$ cat src/rtl/kmhid_pkg.sv
`default_nettype none

package kmhid_pkg;

    localparam int KEY_SLOTS   = 6;
    localparam int REPORT_SLOTS = 6;
    localparam int ROWS        = 9;
    localparam int TABLE_DEPTH = 72;

    localparam logic [3:0] ROW_FIRST = 4'd0;
    localparam logic [3:0] ROW_MODS  = 4'd7;
    localparam logic [3:0] ROW_LAST  = 4'd8;

    localparam logic [7:0] NO_CODE    = 8'hff;
    localparam int         KANA_BIT   = 4;
    localparam int         RSHIFT_BIT = 5;
    localparam int         LCTRL_BIT  = 3;
    localparam int         LSHIFT_BIT = 4;
    localparam int         LALT_BIT   = 5;

    localparam logic [7:0] MOD_LCTRL  = 8'h01;
    localparam logic [7:0] MOD_LSHIFT = 8'h02;
    localparam logic [7:0] MOD_LALT   = 8'h04;
    localparam logic [7:0] MOD_RCTRL  = 8'h10;
    localparam logic [7:0] MOD_RSHIFT = 8'h20;
    localparam logic [7:0] MOD_RALT   = 8'h40;

    localparam logic [7:0] PLAIN_CODES [TABLE_DEPTH] = '{
        8'h41, 8'h28, 8'h30, 8'h32, 8'h35, 8'hff, 8'h89, 8'h2a,
        8'h40, 8'h2f, 8'h34, 8'h33, 8'h87, 8'h38, 8'h2d, 8'h2e,
        8'h3f, 8'h12, 8'h0f, 8'h0e, 8'h37, 8'h36, 8'h13, 8'h27,
        8'h3e, 8'h0c, 8'h18, 8'h0d, 8'h10, 8'h11, 8'h26, 8'h25,
        8'h3d, 8'h1c, 8'h0a, 8'h0b, 8'h05, 8'h19, 8'h24, 8'h23,
        8'h3c, 8'h17, 8'h15, 8'h07, 8'h09, 8'h06, 8'h22, 8'h21,
        8'h3b, 8'h1a, 8'h16, 8'h04, 8'h1b, 8'h1d, 8'h08, 8'h20,
        8'h3a, 8'h2b, 8'h14, 8'hff, 8'hff, 8'hff, 8'h1e, 8'h1f,
        8'h39, 8'h52, 8'h4f, 8'h50, 8'h51, 8'h2c, 8'h4c, 8'h49
    };

    localparam logic [7:0] KANA_CODES [TABLE_DEPTH] = '{
        8'hff, 8'hff, 8'hff, 8'hff, 8'hff, 8'hff, 8'hff, 8'h35,
        8'h48, 8'hff, 8'hff, 8'hff, 8'hff, 8'h65, 8'hff, 8'hff,
        8'h47, 8'hff, 8'hff, 8'hff, 8'hff, 8'hff, 8'hff, 8'hff,
        8'h46, 8'hff, 8'hff, 8'hff, 8'hff, 8'hff, 8'hff, 8'hff,
        8'h45, 8'hff, 8'hff, 8'hff, 8'hff, 8'hff, 8'hff, 8'hff,
        8'h44, 8'hff, 8'hff, 8'hff, 8'hff, 8'hff, 8'hff, 8'hff,
        8'h43, 8'hff, 8'hff, 8'hff, 8'he3, 8'h39, 8'hff, 8'hff,
        8'h42, 8'h29, 8'hff, 8'hff, 8'hff, 8'hff, 8'hff, 8'hff,
        8'h8b, 8'h4b, 8'h4d, 8'h4a, 8'h4e, 8'h2c, 8'h8a, 8'h88
    };

    typedef struct packed {
        logic                           kana;
        logic [7:0]                     modifier;
        logic [REPORT_SLOTS-1:0][7:0]   slots;
        logic [2:0]                     count;
    } t_scan_state;

    typedef struct packed {
        logic [7:0]                     modifier;
        logic [REPORT_SLOTS-1:0][7:0]   codes;
        logic [2:0]                     count;
    } t_report;

    function automatic logic [7:0] key_lookup(input logic kana, input logic [6:0] idx);
        logic [7:0] code;
        code = NO_CODE;
        if (idx < 7'(TABLE_DEPTH)) begin
            code = kana ? KANA_CODES[idx] : PLAIN_CODES[idx];
        end
        return code;
    endfunction

endpackage

`default_nettype wire

$ cat src/rtl/kmhid_row_logic.sv
`default_nettype none

module kmhid_row_logic
    import kmhid_pkg::*;
(
    input  wire t_scan_state i_state,
    input  wire logic [7:0]  i_row_bits,
    input  wire logic [3:0]  i_row_index,
    output t_scan_state      o_state,
    output logic             o_report_valid,
    output t_report          o_report
);

    t_scan_state base;
    t_scan_state after;
    logic [7:0]  bits;
    logic [7:0]  code;
    logic [3:0]  pos;
    logic [7:0]  mod;

    always_comb begin
        base = i_state;
        if (i_row_index == ROW_FIRST) begin
            base.kana     = i_row_bits[KANA_BIT];
            base.modifier = '0;
            base.slots    = '0;
            base.count    = '0;
        end

        bits = i_row_bits;
        after = base;
        if (i_row_index == ROW_FIRST) begin
            if (i_row_bits[RSHIFT_BIT]) begin
                after.modifier = after.modifier | MOD_RSHIFT;
            end
            if (base.kana) begin
                bits[KANA_BIT] = 1'b0;
            end
        end else if (i_row_index == ROW_MODS) begin
            if (i_row_bits[LCTRL_BIT]) begin
                after.modifier = after.modifier | MOD_LCTRL;
            end
            if (i_row_bits[LSHIFT_BIT]) begin
                after.modifier = after.modifier | MOD_LSHIFT;
            end
            if (i_row_bits[LALT_BIT]) begin
                after.modifier = after.modifier | MOD_LALT;
            end
        end

        // append codes in bit order until the slots are full
        pos = {1'b0, base.count};
        for (int b = 0; b < 8; b++) begin
            code = key_lookup(base.kana, {i_row_index[3:0], 3'(b)});
            if (bits[b] && code != NO_CODE && pos < 4'(KEY_SLOTS)) begin
                after.slots[pos[2:0]] = code;
                pos = pos + 4'd1;
            end
        end
        after.count = pos[2:0];

        mod = after.modifier;
        if (after.kana) begin
            if (mod[0]) begin
                mod = (mod & ~MOD_LCTRL) | MOD_RCTRL;
            end
            if (mod[2]) begin
                mod = (mod & ~MOD_LALT) | MOD_RALT;
            end
        end
        o_report.modifier = mod;
        for (int k = 0; k < REPORT_SLOTS; k++) begin
            o_report.codes[k] = (3'(k) < after.count) ? after.slots[k] : 8'h00;
        end
        o_report.count = after.count;

        o_report_valid = 1'b0;
        o_state        = after;
        if (i_row_index >= 4'(ROWS)) begin
            o_state = i_state;
        end else if (i_row_index == ROW_LAST) begin
            o_report_valid  = 1'b1;
            o_state.modifier = '0;
            o_state.slots    = '0;
            o_state.count    = '0;
        end
    end

endmodule

`default_nettype wire

$ cat src/rtl/key_matrix_to_hid_report.sv
// Key matrix to HID report: feed the nine row bytes of one matrix scan as items,
// row 0 first and row 8 last. Row 0 restarts the scan and latches the kana key;
// row 8 returns one boot-style report (modifier byte, six key slots, slot
// count). Other rows give no output, and rows above 8 are dropped. Each item
// passes from the input register through the lookup stage, row 8 then on into
// the report register; a row is taken every cycle unless the output is stalled.
`default_nettype none

module key_matrix_to_hid_report
    import kmhid_pkg::*;
(
    input  wire logic       i_clk,
    input  wire logic       i_rst_n,
    input  wire logic       i_in_valid,
    output logic            o_in_ready,
    input  wire logic [7:0] i_row_bits,
    input  wire logic [3:0] i_row_index,
    output logic            o_out_valid,
    input  wire logic       i_out_ready,
    output logic [7:0]      o_modifier,
    output logic [7:0]      o_key_code_0,
    output logic [7:0]      o_key_code_1,
    output logic [7:0]      o_key_code_2,
    output logic [7:0]      o_key_code_3,
    output logic [7:0]      o_key_code_4,
    output logic [7:0]      o_key_code_5,
    output logic [2:0]      o_key_count
);

    logic        r_in_valid;
    logic [7:0]  r_row_bits;
    logic [3:0]  r_row_index;
    t_scan_state r_state;
    t_scan_state n_state;
    logic        r_out_valid;
    t_report     r_report;
    t_report     n_report;
    logic        report_valid;
    logic        out_free;
    logic        fire;

    kmhid_row_logic u_row (
        .i_state        (r_state),
        .i_row_bits     (r_row_bits),
        .i_row_index    (r_row_index),
        .o_state        (n_state),
        .o_report_valid (report_valid),
        .o_report       (n_report)
    );

    assign out_free   = !r_out_valid || i_out_ready;
    assign fire       = r_in_valid && (!report_valid || out_free);
    assign o_in_ready = !r_in_valid || fire;

    always_ff @(posedge i_clk) begin
        if (!i_rst_n) begin
            r_in_valid  <= 1'b0;
            r_out_valid <= 1'b0;
            r_state     <= '0;
        end else begin
            if (o_in_ready) begin
                r_in_valid <= i_in_valid;
            end
            if (fire) begin
                r_state <= n_state;
            end
            if (fire && report_valid) begin
                r_out_valid <= 1'b1;
            end else if (i_out_ready) begin
                r_out_valid <= 1'b0;
            end
        end
    end

    always_ff @(posedge i_clk) begin
        if (o_in_ready && i_in_valid) begin
            r_row_bits  <= i_row_bits;
            r_row_index <= i_row_index;
        end
        if (fire && report_valid) begin
            r_report <= n_report;
        end
    end

    assign o_out_valid  = r_out_valid;
    assign o_modifier   = r_report.modifier;
    assign o_key_code_0 = r_report.codes[0];
    assign o_key_code_1 = r_report.codes[1];
    assign o_key_code_2 = r_report.codes[2];
    assign o_key_code_3 = r_report.codes[3];
    assign o_key_code_4 = r_report.codes[4];
    assign o_key_code_5 = r_report.codes[5];
    assign o_key_count  = r_report.count;

endmodule

`default_nettype wire

$ cat config.mk
export PLATFORM = sky130hd
export DESIGN_NAME = key_matrix_to_hid_report
export DESIGN_NICKNAME = d
export VERILOG_FILES = /design/src/rtl/kmhid_pkg.sv /design/src/rtl/kmhid_row_logic.sv /design/src/rtl/key_matrix_to_hid_report.sv
export SDC_FILE = /design/constraint.sdc
export NUM_CORES = 1
export LEC_CHECK = 0
export CAP_MARGIN = 40
export CELL_PAD_IN_SITES_DETAIL_PLACEMENT = 1
export CELL_PAD_IN_SITES_GLOBAL_PLACEMENT = 2
export CORE_MARGIN = 5
export CORE_UTILIZATION = 40
export CTS_CLUSTER_SIZE = 28
export DETAILED_ROUTE_END_ITERATION = 10
export DONT_BUFFER_PORTS = 1
export PLACE_DENSITY_LB_ADDON = 0.1
export SLEW_MARGIN = 10
export SYNTH_ARGS = -nofsm -noshare
export SYNTH_HDL_FRONTEND = slang
export SYNTH_SLANG_ARGS = --single-unit
$ cat constraint.sdc
create_clock -name i_clk -period 12 [get_ports i_clk]
set_clock_uncertainty 0.05 [all_clocks]
set_input_delay 0.6 -clock i_clk [delete_from_list [all_inputs] [get_ports i_clk]]
set_output_delay 0.6 -clock i_clk [all_outputs]
set_load 0.02 [all_outputs]
* Word-level counts from Yosys, hierarchy flattened
Memories as Yosys holds them, arrays and structs flattened.
Cells that the tools add are included.
** Storage, ports and cells
- Register bits after elaboration :: 133
- Latch bits :: 0
- Bits in writable memories :: 0
- Bits in read-only memories :: 16384
- Bits of input ports :: 16
- Output and inout port bits :: 61
- Word-level logic and storage cells :: 253
- Memories kept :: 16
** Memory list
- (no name shown) :: words 128, bits a word 8, rd ports 1, clocked after memory_dff 0, write ports 0, line kmhid_pkg.sv:69 : code = kana ? KANA_CODES[idx] : PLAIN_CODES[idx];
- (no name shown) :: words 128, bits a word 8, rd ports 1, clocked after memory_dff 0, write ports 0, line kmhid_pkg.sv:69
- (no name shown) :: words 128, bits a word 8, rd ports 1, clocked after memory_dff 0, write ports 0, line kmhid_pkg.sv:69
- (no name shown) :: words 128, bits a word 8, rd ports 1, clocked after memory_dff 0, write ports 0, line kmhid_pkg.sv:69
- (no name shown) :: words 128, bits a word 8, rd ports 1, clocked after memory_dff 0, write ports 0, line kmhid_pkg.sv:69
- (no name shown) :: words 128, bits a word 8, rd ports 1, clocked after memory_dff 0, write ports 0, line kmhid_pkg.sv:69
- +10 memories
** Operators by class
- Add/sub/neg operators :: 8
- Multipliers :: 0
- Div/mod/pow operators :: 0
- $lt $le $gt $ge :: 47
- Equal/unequal tests :: 10
- Shift-type cells :: 0
- Multiplexer cells :: 106
- Bitwise operators :: 9
- Reduce and logical (&&, ||, !) cells :: 36
** Operators with widths (number)
- 2-to-1 mux 8 bit :: 58
- bitwise mux 48 bit :: 8
- 2-to-1 mux 48 bit :: 8
- demux 8 bit (select 3 bit) :: 8
- >= comparator 8 bit (second input constant) :: 8
- != test 8 bit (second input constant) :: 8
- NOT 7 -> 8 bit :: 8
- 2-to-1 mux 60 bit :: 1
- 2-to-1 mux 59 bit :: 1
- less-than comparator 7 bit (second input constant) :: 8
- less-than comparator 3 x 4 -> 1 bit (second input constant) :: 8
- less-than comparator 4 x 3 -> 1 bit (second input constant) :: 7
- 2-to-1 mux 4 bit :: 7
- logical AND 1 bit :: 27
- adder 4 x 1 -> 4 bit (second input constant) :: 6
- >= comparator 3 x 1 -> 1 bit (second input constant) :: 8
- 2-to-1 mux 6 bit :: 2
- 2-to-1 mux 3 bit :: 3
- 2-to-1 mux 1 bit :: 7
- 2-to-1 mux 7 bit :: 1
- less-than comparator 1 x 3 -> 1 bit (first input constant) :: 2
- less-than comparator 2 x 3 -> 1 bit (first input constant) :: 2
- less-than comparator 3 bit (first input constant) :: 2
- 2-to-1 mux 5 bit :: 1
- 13 further kinds :: 17

* Logic depth before layout (Yosys ltp)
- Depth after elaboration :: 35
- Mapped depth :: 41

* By module
From an unflattened synthesis, not the netlist that was laid out.
** Unflattened totals
- Cells, all modules :: 1624
- Area total of the unflattened synthesis :: 12717.2 um2
** By module, submodules not included
- kmhid_row_logic :: instances 1, cells an instance 1281, area an instance 7983.9 um2
- key_matrix_to_hid_report :: instances 1, cells an instance 343, area an instance 4733.3 um2

* Worst setup path after synthesis
Ideal clock, no wire load.
- Kind :: reg2reg
- Start :: register r_row_index[1]
- End :: register r_report, in the netlist o_key_code_0[7] (data pin)
- Arrival :: 8.198 ns
- Data required time :: 11.695 ns
- Setup slack :: 3.496 ns
- Stages on the path, launching flop included :: 39
- Clock period less this slack :: 8.504 ns
- Cell sequence :: edfxtp_1 > inv_1 > ha_1 > buf_2 > or3b_4 > nand2_1 > inv_1 > ha_1 > nand2_1 > nand2_1 > ha_1 > a211oi_1 > a221oi_1 > nor2_1 > buf_4 > clkinv_1 > ha_1 > nand2_1 > [3 not listed] > o2111a_2 > inv_2 > ha_1 > and2_1 > or2_2 > ha_1 > and2_1 > and4_1 > nor3_1 > buf_2 > a21oi_1 > xnor2_1 > ha_1 > or3_1 > a21oi_1 > a222oi_1 > a21oi_2 > and3b_1
** On the way
- Cells in the longest elaborated chain, start to end :: 34
- Elaborated cells on any way between the ends :: 189
- Classes of those cells :: 8 x add/sub; 33 x order compare; 8 x eq/ne; 91 x mux; 8 x bitwise; 25 x reduce/logical; 16 x memory
** RTL lines
- from (decl) :: line key_matrix_to_hid_report.sv:32 : logic [3:0] r_row_index;
- from (signal assigned) :: line key_matrix_to_hid_report.sv:78 : r_row_index <= i_row_index;
- NOT 7 -> 8 bit (not written as such) :: line kmhid_pkg.sv:69
- memory read (128 x 8 bit)
- 2-to-1 mux 8 bit (not written as such) (2 in series) :: line kmhid_pkg.sv:69
- 2-to-1 mux 8 bit :: line kmhid_pkg.sv:69
- 2-to-1 mux 8 bit :: line kmhid_pkg.sv:68 : if (idx < 7'(TABLE_DEPTH)) begin
- != test 8 bit :: line kmhid_row_logic.sv:55 : if (bits[b] && code != NO_CODE && pos < 4'(KEY_SLOTS)) begin
- logical AND 1 bit (2 in series) :: line kmhid_row_logic.sv:55
- 2-to-1 mux 4 bit :: line kmhid_row_logic.sv:55
- [16 not listed]
- logical AND 1 bit :: line kmhid_row_logic.sv:55
- 2-to-1 mux 4 bit :: line kmhid_row_logic.sv:55
- less-than comparator 3 x 4 -> 1 bit (not written as such) or >= comparator 3 x 1 -> 1 bit (tied branches) :: line kmhid_row_logic.sv:56 : after.slots[pos[2:0]] = code;
- logical AND 1 bit (not written as such) :: line kmhid_row_logic.sv:56
- 2-to-1 mux 8 bit (not written as such) :: line kmhid_row_logic.sv:56
- demux 8 bit (select 3 bit)
- bitwise mux 48 bit :: line kmhid_row_logic.sv:56
- 2-to-1 mux 48 bit :: line kmhid_row_logic.sv:55
- to (signal assigned) :: line key_matrix_to_hid_report.sv:81 : r_report <= n_report;
- to (decl) :: line key_matrix_to_hid_report.sv:36 : t_report r_report;
Several ways; a longest one is shown, not always the timed one. The select of a mux whose other input is x is not followed.
A chain may end at the register's enable or synchronous reset.

* Worst setup path in the final report
- Start :: register r_row_index[1]
- End :: register r_report, in the netlist o_key_code_2[3] (data pin)
The elaborated chain is that of the path after synthesis.

==> impl_metrics.xml <==
<?xml version="1.0" encoding="UTF-8"?>
<metrics>
  <group name="floorplan">
    <metric name="design.die.area" unit="sq um">32600</metric>
    <metric name="start_util" unit="%">40.5</metric>
    <metric name="core_area" unit="sq um">28700</metric>
    <metric name="fp-row-count" unit="">62</metric>
    <metric name="ios" unit="">77</metric>
    <metric name="die_height" unit="um">181</metric>
    <metric name="die_w" unit="um">181</metric>
  </group>
  <group name="sta">
    <metric name="post-route-min-period" unit="ns">11.17</metric>
    <metric name="fin_tns_setup" unit="ns">0</metric>
    <metric name="maxSlewViolCount" unit="">0</metric>
    <metric name="timing_worst_slew_pin_value" unit="ns">0.980</metric>
    <metric name="layout_worst_path_cycle_share" unit="%">93.1</metric>
    <metric name="final-setup-viol-count" unit="">0</metric>
    <metric name="grt_setup_unrepaired" unit="">no</metric>
    <metric name="max_freq" unit="GHz">0.0895</metric>
    <metric name="timing.final.ws_setup" unit="ns">0.832</metric>
    <metric name="hold_viol" unit="">0</metric>
    <metric name="slew_headroom" unit="%">34.0</metric>
  </group>
  <group name="pwr">
    <metric name="p_leak" unit="uW">0.00517</metric>
    <metric name="fin_total_pwr" unit="uW">3190</metric>
    <metric name="power_density_over_cell_area" unit="nW/um^2">248</metric>
    <metric name="irDropWorstVdd" unit="uV">103</metric>
  </group>
  <group name="setup_path">
    <metric name="timing.critical_path.arrival" unit="ns">11.40</metric>
    <metric name="reg2reg_setup_slack" unit="ns">0.83</metric>
    <metric name="slowest_delay" unit="ns">0.88</metric>
    <metric name="capture_point_of_the_worst_reg_to_reg_path" unit="">o_key_code_2[3]$_SDFFCE_PP0P_</metric>
    <metric name="rr_worst_depth" unit="">35</metric>
    <metric name="cpMostUsedCell" unit="">sky130_fd_sc_hd__ha_1</metric>
    <metric name="worst_setup_path_end_kind" unit="">flop</metric>
    <metric name="timing.critical_path.from_type" unit="">flop</metric>
    <metric name="critical_path_class" unit="">reg -&gt; reg</metric>
    <metric name="critical-path-slowest-cell" unit="">sky130_fd_sc_hd__a222oi_1</metric>
    <metric name="cp_max_fo" unit="">59</metric>
    <metric name="critical_path_required" unit="ns">12.23</metric>
    <metric name="reg2reg_from" unit="">r_row_index[1]$_DFFE_PP_</metric>
  </group>
  <group name="global_route">
    <metric name="first_global_vias" unit="">12153</metric>
    <metric name="first_pass_grt_wire_length" unit="mm">82.5</metric>
    <metric name="grt_start_max_net_pins" unit="">60</metric>
    <metric name="grt-ovfl-total" unit="">0</metric>
    <metric name="grt_usage" unit="%">33.6</metric>
    <metric name="antenna_found_initial" unit="">0</metric>
  </group>
  <group name="yosys">
    <metric name="netlist_area" unit="sq um">11600</metric>
    <metric name="synth_seq_cells" unit="">133</metric>
    <metric name="netlist_instances" unit="">1413</metric>
    <metric name="synth_area_leaders" unit="">sky130_fd_sc_hd__edfxtp_1 (18%), sky130_fd_sc_hd__mux2i_1 (11%), sky130_fd_sc_hd__dfxtp_1 (11%), sky130_fd_sc_hd__nor2_1 (4.7%), sky130_fd_sc_hd__nand2_1 (4.6%)</metric>
    <metric name="yosysWarnings" unit="">0</metric>
    <metric name="synth_enable_flop_cells" unit="">71</metric>
    <metric name="ys.flop_type" unit="">sky130_fd_sc_hd__edfxtp_1</metric>
    <metric name="mean_instance_size_in_the_synthesized_netlist" unit="sq um">8.24</metric>
    <metric name="async_flop_share" unit="%">0</metric>
    <metric name="synthDistinctLibCells" unit="">106</metric>
    <metric name="seq_area_frac_synth" unit="%">29.0</metric>
    <metric name="yosysTopAreaCellShare" unit="%">18.3</metric>
    <metric name="synth_fp_nets" unit="">1447</metric>
    <metric name="synth_area_leader" unit="">sky130_fd_sc_hd__edfxtp_1</metric>
  </group>
  <group name="final_layout">
    <metric name="most-common-layout-cells" unit="">sky130_fd_sc_hd__nor2_1 (145), sky130_fd_sc_hd__nand2_1 (142), sky130_fd_sc_hd__mux2i_1 (133)</metric>
    <metric name="final_common_cell" unit="">sky130_fd_sc_hd__nor2_1</metric>
    <metric name="layout-drive-gt1-share" unit="%">13.5</metric>
    <metric name="antenna_cells_inserted" unit="">0</metric>
    <metric name="final_net_count" unit="">1441</metric>
    <metric name="areaGrowthSynthToFinish" unit="%">10.7</metric>
  </group>
  <group name="clocking">
    <metric name="cts.root.buffer_cell" unit="">sky130_fd_sc_hd__clkbuf_16</metric>
    <metric name="clkSinkCount" unit="">133</metric>
    <metric name="cts_hold_buf" unit="">0</metric>
    <metric name="insertion_delay" unit="ns">0.45</metric>
    <metric name="cts_tree" unit="">built</metric>
    <metric name="post_cts_resize_count" unit="">0</metric>
    <metric name="cts_inserted_buffers" unit="">17</metric>
    <metric name="cts.htree.levels" unit="">4</metric>
    <metric name="clk_pin_slew" unit="ns">0.08</metric>
    <metric name="post-cts-setup-buffers" unit="">0</metric>
    <metric name="clk_path_buf_depth" unit="">2</metric>
  </group>
  <group name="place">
    <metric name="numPortBuffers" unit="">0</metric>
    <metric name="dp_slack" unit="ns">1.09</metric>
    <metric name="detailed_place_hpwl" unit="mm">44.2</metric>
    <metric name="gpl.final_weighted_congestion" unit="">1.03</metric>
  </group>
  <group name="min_path">
    <metric name="hold_class" unit="">in -&gt; reg</metric>
    <metric name="holdPathEnd" unit="">r_row_index[1]$_DFFE_PP_</metric>
    <metric name="min_path_cells" unit="">0</metric>
    <metric name="min_from" unit="">i_row_index[1]</metric>
  </group>
  <group name="routing">
    <metric name="routed_wirelength" unit="mm">56.6</metric>
    <metric name="final_antenna_net_count" unit="">0</metric>
    <metric name="viasPerCell" unit="">6.80</metric>
    <metric name="detailedRoute.firstPassIterationCount" unit="">6</metric>
    <metric name="starting_drc_count_in_detailed_routing" unit="">1239</metric>
    <metric name="routed-via-count" unit="">12270</metric>
    <metric name="drt-wirelength-per-cell" unit="um">31.4</metric>
    <metric name="route.detailed.drc" unit="">0</metric>
  </group>
  <group name="flow_run">
    <metric name="max-cap-violations" unit="">0</metric>
  </group>
  <group name="status">
    <metric name="result_of_the_run" unit="">complete, no violations</metric>
  </group>
</metrics>
metrics by stage:
stage / std cells / area, sq um / utilization [%] / hold WS (ns)
floorplan: 1413 / 11600 / - / 0.372
global placement: 1751 / 12100 / 42.3 / 0.389
detailed placement: 1771 / 12300 / 42.8 / 0.398
CTS: 1803 / 12900 / 44.9 / 0.181
global route: 1804 / 12900 / 44.9 / 0.184
finish: 1804 / 12900 / 44.9 / 0.193
cells in the mapped netlist (18+ instances only):
master and number:
sky130_fd_sc_hd__edfxtp_1 71, sky130_fd_sc_hd__dfxtp_1 62, sky130_fd_sc_hd__clkbuf_1 64, sky130_fd_sc_hd__o211ai_1 47
sky130_fd_sc_hd__o21ai_1 20, sky130_fd_sc_hd__mux2_2 18, sky130_fd_sc_hd__nor3_1 38, sky130_fd_sc_hd__nor2b_1 22
sky130_fd_sc_hd__inv_1 24, sky130_fd_sc_hd__o21ai_0 84, sky130_fd_sc_hd__nor2_1 146, sky130_fd_sc_hd__ha_1 18
sky130_fd_sc_hd__mux2i_1 133, sky130_fd_sc_hd__a31oi_1 25, sky130_fd_sc_hd__nand3_1 52, sky130_fd_sc_hd__and3_1 23
sky130_fd_sc_hd__a21oi_1 79, sky130_fd_sc_hd__nand2_1 142, sky130_fd_sc_hd__a211oi_1 34
cells by family after synthesis:
kind of cell	Yosys count	synth area share, %
DFF	133	29.0
xor gates and xnor gates	12	1.88
and+or+nand+nor	517	21.7
adders and majority gates	18	1.94
buffers and inverters	124	4.50
AOI/OAI and AO/OA	458	27.9
muxes	151	13.2
worst max path at each step:
| stage | end | start | slack (ns) |
|---|---|---|---|
| floorplan | o_key_code_0[7]$_SDFFCE_PP0P_ | r_row_index[1]$_DFFE_PP_ | 3.50 |
| global placement | o_key_code_2[7]$_SDFFCE_PP0P_ | r_row_index[0]$_DFFE_PP_ | 1.44 |
| detailed placement | o_key_code_2[3]$_SDFFCE_PP0P_ | r_row_index[1]$_DFFE_PP_ | 1.09 |
| CTS | o_key_code_2[3]$_SDFFCE_PP0P_ | r_row_index[1]$_DFFE_PP_ | 0.98 |
| global route | o_key_code_2[3]$_SDFFCE_PP0P_ | r_row_index[1]$_DFFE_PP_ | 0.04 |
| finish | o_key_code_2[3]$_SDFFCE_PP0P_ | r_row_index[1]$_DFFE_PP_ | 0.83 |
worst max-delay path: cells and delay by family (launching register included):
family	cells	cell delay [ns]
AO/OA/AOI/OAI	7	2.06
XOR/XNOR	2	0.97
adder cells (fa/ha/maj)	6	2.06
buffers and inverters	6	1.31
flip-flops	1	0.56
multiplexers	2	0.84
AND/OR/NAND/NOR	12	3.13
registers in the layout (all words and copies together) (netlist names):
signal	flops
o_key_code_0	8
o_key_code_2	8
r_row_bits	8
o_modifier	8
o_out_valid	1
o_key_code_4	8
o_key_count	3
r_in_valid	1
o_key_code_5	8
r_state	60
r_row_index	4
o_key_code_3	8
o_key_code_1	8
final cells by class:
cell class | count | area [sq um]
clock inverters | 15 | 180
inverters | 30 | 115
clock buffers | 17 | 425
well taps | 384 | 480
flip-flops and latches | 133 | 3370
repair buffers | 69 | 508
fillers | 3418 | 15800
multi-input cells | 1156 | 7800
layer usage:
metal | track usage [%] | vias to the layer above | share of wire (%)
met5 | 0 | - | 0
met4 | 18.3 | 0 | 6.5
met3 | 5.55 | 169 | 7.6
met2 | 54.2 | 604 | 46
met1 | 43.1 | 6131 | 40
li1 | - | 5366 | -
power by group:
group / total (uW) / leakage, uW / internal (uW) / switching [uW]
combinational: 2030 / 0.00372 / 682 / 1350
clock: 552 / 0.000297 / 316 / 236
sequential: 609 / 0.00115 / 566 / 43.5
total: 3190 / 0.00517 / 1560 / 1630
(Power assumes the default switching activity.)
